### config.mk
export PLATFORM = sky130hd
export DESIGN_NAME = mfpl_ctrl
export DESIGN_NICKNAME = d
export VERILOG_FILES = /design/src/rtl/mfpl_pkg.sv /design/src/rtl/mfpl_ctrl.sv
export VERILOG_INCLUDE_DIRS = /design/src /design/src/rtl
export SDC_FILE = /design/constraint.sdc
export NUM_CORES = 1
export LEC_CHECK = 0
export BUFFER_PORTS_ARGS = -buffer_cell sky130_fd_sc_hd__buf_2
export CORE_MARGIN = 10
export CORE_UTILIZATION = 25
export DETAILED_ROUTE_END_ITERATION = 8
export PLACE_DENSITY = 0.57
export SLEW_MARGIN = 20
export SYNTH_ARGS = -nofsm -noshare
export SYNTH_HDL_FRONTEND = slang
export SYNTH_SLANG_ARGS = --single-unit
export TNS_END_PERCENT = 30
### constraint.sdc
create_clock -name clk_i -period 1.76 [get_ports clk_i]
set_input_delay 0.264 -clock clk_i [delete_from_list [all_inputs] [get_ports clk_i]]
set_output_delay 0.264 -clock clk_i [all_outputs]
set_load 0.03 [all_outputs]
### src/rtl/assert_macros.svh
// Assertion macros shared by the frame store draw block.
`ifndef ASSERT_MACROS_SVH
`define ASSERT_MACROS_SVH

`ifndef SYNTH
`define ASSERT_CLK(lbl, clk, rstn, prop, msg) \
  lbl: assert property (@(posedge clk) disable iff (!rstn) prop) else $error(msg);
`define ASSERT_NEVER(lbl, clk, rstn, prop, msg) \
  lbl: assert property (@(posedge clk) disable iff (!rstn) !(prop)) else $error(msg);
`else
`define ASSERT_CLK(lbl, clk, rstn, prop, msg)
`define ASSERT_NEVER(lbl, clk, rstn, prop, msg)
`endif

`endif

### src/rtl/mfpl_pkg.sv
// Shared types and constants of the monochrome frame store draw block.
package mfpl_pkg;

  localparam int unsigned SCREEN_COLUMNS_DEF = 128;
  localparam int unsigned SCREEN_PAGES_DEF   = 8;

  localparam int unsigned COORD_W   = 8;
  localparam int unsigned BYTE_W    = 8;
  localparam int unsigned COL_IN_W  = 7;
  localparam int unsigned PAGE_IN_W = 3;
  localparam int unsigned KIND_W    = 2;

  localparam int unsigned S_TDATA_W = 48;
  localparam int unsigned S_TUSER_W = 2;
  localparam int unsigned M_TDATA_W = 8;
  localparam int unsigned M_TUSER_W = 1;

  typedef enum logic [1:0] {
    KIND_POINT = 2'd0,
    KIND_LINE  = 2'd1,
    KIND_CLEAR = 2'd2,
    KIND_READ  = 2'd3
  } kind_e;

  typedef enum logic [3:0] {
    ST_SWEEP,
    ST_IDLE,
    ST_DISPATCH,
    ST_DIV,
    ST_FIX,
    ST_PIX_RD,
    ST_PIX_WR,
    ST_BYTE_RD,
    ST_DONE
  } state_e;

  typedef struct packed {
    logic load;
    logic pt_init;
    logic line_init;
    logic div_step;
    logic div_fix;
    logic pix_rd;
    logic pix_wr;
    logic byte_rd;
    logic clr_start;
    logic clr_step;
    logic res_load;
  } cmd_t;

  typedef struct packed {
    kind_e kind;
    logic  div_last;
    logic  walk_last;
    logic  sweep_last;
  } sts_t;

endpackage

### src/rtl/mfpl_ctrl.sv
// Controller: sequences sweeps, slope division and read-modify-write of pixels.
`include "assert_macros.svh"

module mfpl_ctrl (
  input  logic           clk_i,
  input  logic           rst_ni,
  input  logic           s_tvalid_i,
  output logic           s_tready_o,
  output logic           m_tvalid_o,
  input  logic           m_tready_i,
  input  mfpl_pkg::sts_t sts_i,
  output mfpl_pkg::cmd_t cmd_o
);
  import mfpl_pkg::*;

  state_e st_q, st_d;
  logic   sweep_cmd_q, sweep_cmd_d;
  logic   m_valid_q, m_valid_d;

  always_ff @(posedge clk_i or negedge rst_ni) begin
    if (!rst_ni) begin
      st_q        <= ST_SWEEP;
      sweep_cmd_q <= 1'b0;
      m_valid_q   <= 1'b0;
    end else begin
      st_q        <= st_d;
      sweep_cmd_q <= sweep_cmd_d;
      m_valid_q   <= m_valid_d;
    end
  end

  always_comb begin
    st_d        = st_q;
    sweep_cmd_d = sweep_cmd_q;
    m_valid_d   = m_valid_q;
    cmd_o       = '0;
    s_tready_o  = 1'b0;

    if (m_valid_q && m_tready_i) begin
      m_valid_d = 1'b0;
    end

    unique case (st_q)
      ST_SWEEP: begin
        cmd_o.clr_step = 1'b1;
        if (sts_i.sweep_last) begin
          sweep_cmd_d = 1'b0;
          st_d        = sweep_cmd_q ? ST_DONE : ST_IDLE;
        end
      end
      ST_IDLE: begin
        s_tready_o = 1'b1;
        if (s_tvalid_i) begin
          cmd_o.load = 1'b1;
          st_d       = ST_DISPATCH;
        end
      end
      ST_DISPATCH: begin
        unique case (sts_i.kind)
          KIND_POINT: begin
            cmd_o.pt_init = 1'b1;
            st_d          = ST_PIX_RD;
          end
          KIND_LINE: begin
            cmd_o.line_init = 1'b1;
            st_d            = ST_DIV;
          end
          KIND_CLEAR: begin
            cmd_o.clr_start = 1'b1;
            sweep_cmd_d     = 1'b1;
            st_d            = ST_SWEEP;
          end
          KIND_READ: begin
            st_d = ST_BYTE_RD;
          end
          default: begin
            st_d = ST_DONE;
          end
        endcase
      end
      ST_DIV: begin
        cmd_o.div_step = 1'b1;
        if (sts_i.div_last) begin
          st_d = ST_FIX;
        end
      end
      ST_FIX: begin
        cmd_o.div_fix = 1'b1;
        st_d          = ST_PIX_RD;
      end
      ST_PIX_RD: begin
        cmd_o.pix_rd = 1'b1;
        st_d         = ST_PIX_WR;
      end
      ST_PIX_WR: begin
        cmd_o.pix_wr = 1'b1;
        st_d         = sts_i.walk_last ? ST_DONE : ST_PIX_RD;
      end
      ST_BYTE_RD: begin
        cmd_o.byte_rd = 1'b1;
        st_d          = ST_DONE;
      end
      ST_DONE: begin
        // Wait until the output register is free or being emptied this cycle.
        if (!m_valid_q || m_tready_i) begin
          cmd_o.res_load = 1'b1;
          m_valid_d      = 1'b1;
          st_d           = ST_IDLE;
        end
      end
      default: begin
        st_d = ST_IDLE;
      end
    endcase
  end

  assign m_tvalid_o = m_valid_q;

  `ASSERT_CLK(a_no_result_overwrite, clk_i, rst_ni, cmd_o.res_load |-> (!m_valid_q || m_tready_i), "result loaded over an untaken beat")
  `ASSERT_CLK(a_write_after_read, clk_i, rst_ni, cmd_o.pix_wr |-> $past(cmd_o.pix_rd), "pixel write without a preceding read")
  `ASSERT_CLK(a_fix_after_div, clk_i, rst_ni, (st_q == ST_FIX) |-> ($past(st_q) == ST_DIV && $past(sts_i.div_last)), "slope fixed before the division finished")
  `ASSERT_NEVER(a_busy_ready, clk_i, rst_ni, s_tready_o && (cmd_o.pix_wr || cmd_o.clr_step || cmd_o.div_step), "input ready while a command is at work")

endmodule

==> results.yml, run 1 <==
layout:
  drive_gt1_frac: 0.404
  seqCellArea_um2: 153
  layout.nets: 105
  layout_common_cells: "buf_2, nor2_1, nand2b_1"
  diodes: 0
  final_common_cell: "buf_2"
  synthToLayoutAreaGrowth_pct: 30.1
  layout.cells.non_filler: 116
  multiInputGateArea_um2: 368
  fill_cells: 215
place:
  portBuffers: 21
  placed_cells: 112
  gp_congestion: 0.868
  dpl.hpwl_um: 1130
  pre_cts_slack_ps: 150
synth:
  synth_top_area_frac: 0.273
  post-synth-top-area-cell: "dfrtp_1"
  syn_nets: 81
  syn_area_um2: 549
  ys_seq_area_frac: 0.273
  synthTopCellsByArea: "dfrtp_1, ha_1, nand2b_1"
  synth-edff-count: 0
  ys_ff_latch: 6
  postSynthAreaPerCell_um2: 8.20
  ys_warn_count: 0
  synth.distinct_cells: 25
  async_flop_share: 1.00
  synth_top_flop_cell: "dfrtp_1"
  synthCells: 67
clocking:
  clock-root-buffer: "clkbuf_4"
  cts_tree: "built"
  clock_latency_ps: 250
  cts_htree_levels: 1
  clk_path_buf_depth: 2
  numCtsBuffers: 3
  clkTransAtPathRegs_ps: 50
  clock_sinks: 6
detailed_routing:
  drt_first_pass_iters: 4
  drt_iter0_markers: 43
  detail-route-antenna-nets: 0
  wire_per_inst_um: 12.4
  drt-total-wl_um: 1440
  dr_total_vias: 543
  route.detailed.drc: 0
  viasPerCell: 4.68
min_path:
  whs_endpoint: "sweep_cmd_q"
  hold_path_startpoint: "sts_i[0]"
  hold_class: "input port to flop"
  hold_depth: 4
sta:
  setup_ws_ps: 88.2
  report.final.hold_viol_count: 0
  slew_headroom: 0.826
  report.final.slew_viol_count: 0
  period_needed_ps: 1670
  setup_viol: 0
  period_share: 0.950
  skew_ps: 7.69
  tightest_slew_ps: 259
  max_freq_ghz: 0.598
worst_setup_path:
  required_ps: 1500
  worstReg2RegStart: "st_q[2]"
  rrSetupSlack_ps: 240
  startpoint_type: "flop"
  worstPathArrival_ps: 1410
  r2r_end: "st_q[0]"
  rr_worst_depth: 4
  path_class: "flop to primary output"
  cp_max_fo: 12
  worstSetupEndpointType: "primary output"
outcome:
  outcome: "complete, no violations"
global_route:
  overflow: 0
  grt_pass1_vias: 530
  grtUsageTotal: 0.0632
  grt_max_degree: 13
  antenna_found_initial: 0
  grt_pass1_wl_um: 2260
power_and_ir_drop:
  peakVddDrop_v: 0.000688
  powerDensity_nw_per_um2: 1640
  p_leak_uw: 0.000378
floorplan:
  io-pin-count: 22
  fp.dieArea_um2: 4470
  die_w_um: 66.9
  start_util: 0.272
  fp.dieH_um: 66.9
  core_area_um2: 2020
  rows: 16
flow_run:
  max-cap-violations: 0
==> critical path: stages (launching register included) <==
cell,delay [ps]
dfrtp_2,480
nand2b_1,230
nor2_2,130
and2_1,130
buf_2,190
==> sequential cells by signal, indices dropped and copies added, names as in the netlist <==
name / cells
st_q: 4
sweep_cmd_q: 1
m_tvalid_o: 1
==> stage by stage <==
step	cell area [µm²]	setup TNS, ps	total power, µW	util	hold WS [ps]
final	714	0	1170	0.353	357
after global routing	714	-10.2	1280	0.353	378
after CTS	703	0	1150	0.348	358
after detailed placement	669	0	1010	0.331	95.1
after global placement	669	0	1000	0.331	93.1
after floorplan	552	0	877	-	-31.6
==> report_power, final <==
group | switching (µW) | internal [µW] | total (µW) | leakage [µW]
combinational | 463 | 304 | 767 | 0.000289
sequential | 82.3 | 194 | 276 | 0.0000754
clock | 51.9 | 77.3 | 129 | 0.0000138
==> cells in the mapped netlist, types with 2 or more instances <==
cell	n
a21oi_1	5
buf_2	2
o21ai_0	2
ha_1	5
dfrtp_1	6
nor2_1	10
inv_1	2
nand2_1	5
and2_1	4
buf_6	2
nand2b_1	6
nor3_1	5
==> worst max-delay path by stage <==
stage                     slack [ps]  cells past startpoint     from        to
final                             90                      4  st_q[0]  cmd_o[9]
after global routing              -7                      4  st_q[0]  cmd_o[2]
after CTS                         10                      4  st_q[2]  cmd_o[9]
after detailed placement         150                      4  st_q[0]   st_q[0]
after global placement           190                      4  st_q[1]   st_q[0]
after floorplan                    9                      4  st_q[2]  cmd_o[1]
==> what timing repair did <==
item / in CTS / in global routing
setup buffers: 0 / 0
hold buffers: 1 / 0
gates resized for setup: 1 / 4
hold endpoints to repair: 6 / 0
setup endpoints to repair: 3 / 4
==> cell type report <==
| class | count | area share |
|---|---|---|
| well taps | 27 | 0.0473 |
| flip-flops and latches | 6 | 0.214 |
| multi-input cells | 54 | 0.515 |
| inverters | 2 | 0.0105 |
| clock buffers | 3 | 0.0315 |
| repair buffers | 24 | 0.182 |
==> cell families (layout without fill, tap and decap cells) <==
group                    Yosys count  count (layout)  share of synthesized area
AO/OA/AOI/OAI                     11              11                      0.137
adder cells (fa/ha/maj)            5               5                      0.114
buffers and inverters              7              29                     0.0797
flip-flops                         6               6                      0.273
multiplexers                       3               3                     0.0661
AND/OR/NAND/NOR                   35              35                      0.330
==> routing by layer <==
| metal | up-vias | routed length (µm) | track usage |
|---|---|---|---|
| li1 | 272 | - | - |
| met1 | 250 | 581 | 0.0677 |
| met2 | 17 | 680 | 0.101 |
| met3 | 4 | 137 | 0.0217 |
| met4 | 0 | 36 | 0.0462 |
| met5 | - | 0 | 0 |
Power figures use the tool's default switching activity.
==> inputs of run 2 (changes only) <==
--- a/config.mk
+++ b/config.mk
@@ -8,9 +8,9 @@
 export LEC_CHECK = 0
 export BUFFER_PORTS_ARGS = -buffer_cell sky130_fd_sc_hd__buf_2
 export CORE_MARGIN = 10
-export CORE_UTILIZATION = 25
+export CORE_UTILIZATION = 30
 export DETAILED_ROUTE_END_ITERATION = 8
-export PLACE_DENSITY = 0.57
+export PLACE_DENSITY = 0.65
 export SLEW_MARGIN = 20
 export SYNTH_ARGS = -nofsm -noshare
 export SYNTH_HDL_FRONTEND = slang
==> results.yml, run 2 (synthesized netlist as in run 1, its figures left out) <==
global_route:
  grt_pass1_wl_um: 2280
  grt_max_degree: 13
  antenna_found_initial: 0
  overflow: 0
  grt_pass1_vias: 535
  grtUsageTotal: 0.0703
sta:
  report.final.hold_viol_count: 0
  slew_headroom: 0.802
  period_share: 0.954
  max_freq_ghz: 0.595
  setup_viol: 0
  skew_ps: 1.98
  report.final.slew_viol_count: 0
  tightest_slew_ps: 294
  period_needed_ps: 1680
  grt_setup_unrepaired: "true"
floorplan:
  rows: 15
  start_util: 0.318
  core_area_um2: 1730
  io-pin-count: 22
  fp.dieArea_um2: 3940
  fp.dieH_um: 62.8
  die_w_um: 62.8
worst_setup_path:
  worstPathArrival_ps: 1420
  cp_top_family: "simple AND/OR/NAND/NOR gates"
  slowest_stage: "dfrtp_2"
  path_class: "flop to primary output"
  required_ps: 1500
  critical_path.cell_chain: "nor3_1 -> and3_1 -> buf_2"
  critPathBufInv: 1
  slowest_delay_ps: 480
  worstSetupEndpointType: "primary output"
  cp_max_fo: 12
  startpoint_type: "flop"
clocking:
  cts_tree: "built"
  clock_latency_ps: 240
  numCtsBuffers: 3
  cts_htree_levels: 1
  clk_path_buf_depth: 2
  clock_sinks: 6
  clock-root-buffer: "clkbuf_4"
  post-cts-setup-buffer-count: 0
  clkTransAtPathRegs_ps: 40
detailed_routing:
  detail-route-antenna-nets: 0
  dr_total_vias: 535
  drt_first_pass_iters: 3
  drt-total-wl_um: 1370
  route.detailed.drc: 0
  wire_per_inst_um: 11.9
  drt_iter0_markers: 24
  viasPerCell: 4.65
layout:
  drive_gt1_frac: 0.389
  final_core_util: 0.416
  layout_common_cells: "buf_2, nor2_1, nand2b_1"
  synthToLayoutAreaGrowth_pct: 30.8
  largest_register_ffs: 4
  layout.nets: 106
  final_common_cell: "buf_2"
  diodes: 0
  largest_register: "st_q"
  fill_cells: 191
place:
  dpl.hpwl_um: 1180
  gp_congestion: 0.853
  portBuffers: 21
min_path:
  hold_class: "input port to flop"
power_and_ir_drop:
  power_uw: 1170
  p_leak_uw: 0.000383
  peakVddDrop_v: 0.000521
  powerDensity_nw_per_um2: 1630
flow_run:
  max-cap-violations: 0
outcome:
  outcome: "complete, no violations"
-- run 2: layer usage --
metal,routed length [µm],track usage
met1,581,0.0685
met2,697,0.123
met3,95,0.0358
met4,0,0.0279
met5,0,0
-- run 2: metrics by stage --
step                setup slack [ps]  cell area, µm²  std cells  hold slack [ps]  TNS (ps)
CTS                          0.00244             709        115              356         0
finish                          80.4             718        115              357         0
floorplan                       8.61             552         67            -31.6         0
global placement                 180             674        111             93.8         0
detailed placement               149             674        111             93.0         0
global route                   -9.01             718        115              372     -20.4
-- run 2: layout make-up --
type	count	area (µm²)	share of cell area
timing repair buffer	25	143	0.199
sequential	6	151	0.211
clock buffer	3	22.5	0.0314
inverter	2	7.51	0.0105
tap	25	31.3	0.0436
multi-input combinational	54	363	0.505
-- run 2: worst register-to-register path: stages, from the launching register on --
cell and delay, ps:
dfrtp_2 480, nor3_1 300, nand2_1 160, o221ai_2 210
mux2_4 310
-- run 2: power by group --
part           internal, µW  switching (µW)  total [µW]
Clock                  76.6            42.8         119
Sequential              192            70.7         263
Combinational           322             465         787
Total                   591             579        1170
-- run 2: worst paths after layout --
check	slack, ps	depth (start not counted)	to	from
setup / recovery	80	3	cmd_o[0]	st_q[0]
hold / removal	360	4	sweep_cmd_q	sts_i[0]
setup reg to reg	170	4	st_q[0]	st_q[0]
hold reg to reg	570	2	m_tvalid_o	m_tvalid_o
max in group asynchronous	1210	2	st_q[0]	rst_ni
min in group asynchronous	390	2	st_q[3]	rst_ni
-- run 2: repair_timing --
action,4_1_cts,5_1_grt
hold buffers,1,0
endpoints found under the hold margin,6,0
endpoints found under the setup margin,2,6
resized for setup,1,4
==> inputs of run 3 (changes only) <==
--- a/config.mk
+++ b/config.mk
@@ -11,6 +11,7 @@
 export CORE_UTILIZATION = 30
 export DETAILED_ROUTE_END_ITERATION = 8
 export PLACE_DENSITY = 0.65
+export SETUP_SLACK_MARGIN = 0.4
 export SLEW_MARGIN = 20
 export SYNTH_ARGS = -nofsm -noshare
 export SYNTH_HDL_FRONTEND = slang
==> results.yml, run 3 (synthesized netlist as in run 1, its figures left out) <==
clocking:
  cts_htree_levels: 1
  clock_latency_ps: 250
  cts_tree: "built"
  clock_sinks: 6
  clock-root-buffer: "clkbuf_4"
  clkTransAtPathRegs_ps: 50
  clk_path_buf_depth: 2
  numCtsBuffers: 3
layout:
  largest_register_ffs: 4
  layout_common_cells: "buf_2, buf_6, buf_4"
  design_area_um2: 863
  synthToLayoutAreaGrowth_pct: 57.2
  diodes: 0
  layout.cells.non_filler: 119
  drive_gt1_frac: 0.543
  fill_cells: 181
  seqCellArea_um2: 153
  final_common_cell: "buf_2"
  multiInputGateArea_um2: 429
  layout.nets: 110
  largest_register: "st_q"
floorplan:
  fp.dieH_um: 62.8
  start_util: 0.318
  fp.dieArea_um2: 3940
  io-pin-count: 22
  rows: 15
  die_w_um: 62.8
  core_area_um2: 1730
worst_setup_path:
  rrSetupSlack_ps: 230
  path_common_cell: "buf_6"
  startpoint_type: "flop"
  crit_end: "cmd_o[10]"
  slowest_stage: "dfrtp_1"
  required_ps: 1500
  critical_path.cell_chain: "or2_4 -> buf_6 -> nor2_4 -> and2_4 -> buf_6"
  slowest_delay_ps: 370
  critPathLaunch: "st_q[3]"
  path_class: "flop to primary output"
  cp_top_family: "simple AND/OR/NAND/NOR gates"
  critPathBufInv: 2
  rr_worst_depth: 4
  worstSetupEndpointType: "primary output"
  worstReg2RegStart: "st_q[0]"
  cp_max_fo: 4
  worstPathArrival_ps: 1360
  r2r_end: "st_q[0]"
  crit_cells: 5
min_path:
  hold_class: "input port to flop"
detailed_routing:
  detail-route-antenna-nets: 0
  viasPerCell: 4.66
  drt-total-wl_um: 1460
  drt_iter0_markers: 5
  dr_total_vias: 555
  drt_first_pass_iters: 2
  wire_per_inst_um: 12.3
  route.detailed.drc: 0
sta:
  setup_viol: 0
  report.final.hold_viol_count: 0
  tightest_slew_ps: 254
  skew_ps: 8.48
  holdWs_ps: 360
  slew_headroom: 0.829
  final.setup.tns_ps: 0
  grt_setup_unrepaired: "true"
  max_freq_ghz: 0.615
  report.final.slew_viol_count: 0
  period_needed_ps: 1630
  period_share: 0.924
power_and_ir_drop:
  peakVddDrop_v: 0.000648
  p_leak_uw: 0.000425
  powerDensity_nw_per_um2: 1710
  power_uw: 1480
global_route:
  grt_max_degree: 11
  overflow: 0
  grtUsageTotal: 0.0739
  grt_pass1_wl_um: 2430
  grt_pass1_vias: 562
  antenna_found_initial: 0
outcome:
  outcome: "complete, no violations"
place:
  portBuffers: 21
  gp_congestion: 0.767
  placed_cells: 113
  dpl.hpwl_um: 1200
  place_area_um2: 712
flow_run:
  max-cap-violations: 0
==> run 3: cell count changes in the layout (fill, tap and decap cells not counted), moves of 2 or more <==
| cell | before | now |
|---|---|---|
| nor2_2 | 2 | 4 |
| nor3_1 | 5 | 2 |
| buf_6 | 0 | 8 |
| buf_2 | 19 | 12 |
| nor3_4 | 0 | 2 |
| nand2b_1 | 6 | 4 |
| nor2_1 | 8 | 5 |
| nand2b_4 | 0 | 2 |
| buf_4 | 4 | 8 |
==> run 3: how the worst min path moves through the flow <==
stage / cells after the start / from / endpoint
after floorplan: 0 / rst_ni / m_tvalid_o
after global placement: 1 / rst_ni / st_q[2]
after detailed placement: 1 / rst_ni / st_q[2]
after CTS: 4 / sts_i[0] / sweep_cmd_q
after global routing: 3 / sts_i[1] / st_q[2]
final: 4 / sts_i[0] / sweep_cmd_q
==> run 3: worst reg2reg max path, stage by stage, from the launching register on <==
cell and delay [ps]:
dfrtp_2 470, nand2_1 150, or3_4 400, o221ai_2 80
mux2_4 310
==> run 3: through the flow <==
| step | utilization | setup slack [ps] |
|---|---|---|
| detailed placement | 0.412 | 167 |
| finish | 0.500 | 133 |
| global route | 0.500 | 92.7 |
| CTS | 0.466 | 136 |
| global placement | 0.412 | 230 |
| floorplan | - | 99.5 |
==> run 3: final cells by class <==
class                   count  area share
multi-input cells          54       0.497
repair buffers             29       0.255
flip-flops and latches      6       0.177
clock buffers               3      0.0261
well taps                  25      0.0362
inverters                   2     0.00870
==> run 3: report_power, final <==
group / switching, µW / total [µW] / internal (µW) / leakage (µW)
logic: 560 / 1070 / 511 / 0.000336
registers: 86.5 / 281 / 194 / 0.0000754
clock network: 48.7 / 126 / 77.1 / 0.0000138
==> run 3: timing repair <==
action / 4_1_cts / 5_1_grt
hold endpoints to repair: 6 / 0
pin swaps: 2 / 2
buffers inserted: 0 / 2
gates resized for setup: 19 / 13
endpoints found under the setup margin: 14 / 14
hold buffers: 1 / 0
==> run 3: metal layers <==
layer,wire length [µm],global-route usage
met1,582,0.0725
met5,0,0
met3,94,0.0358
met2,784,0.132
met4,0,0.0251
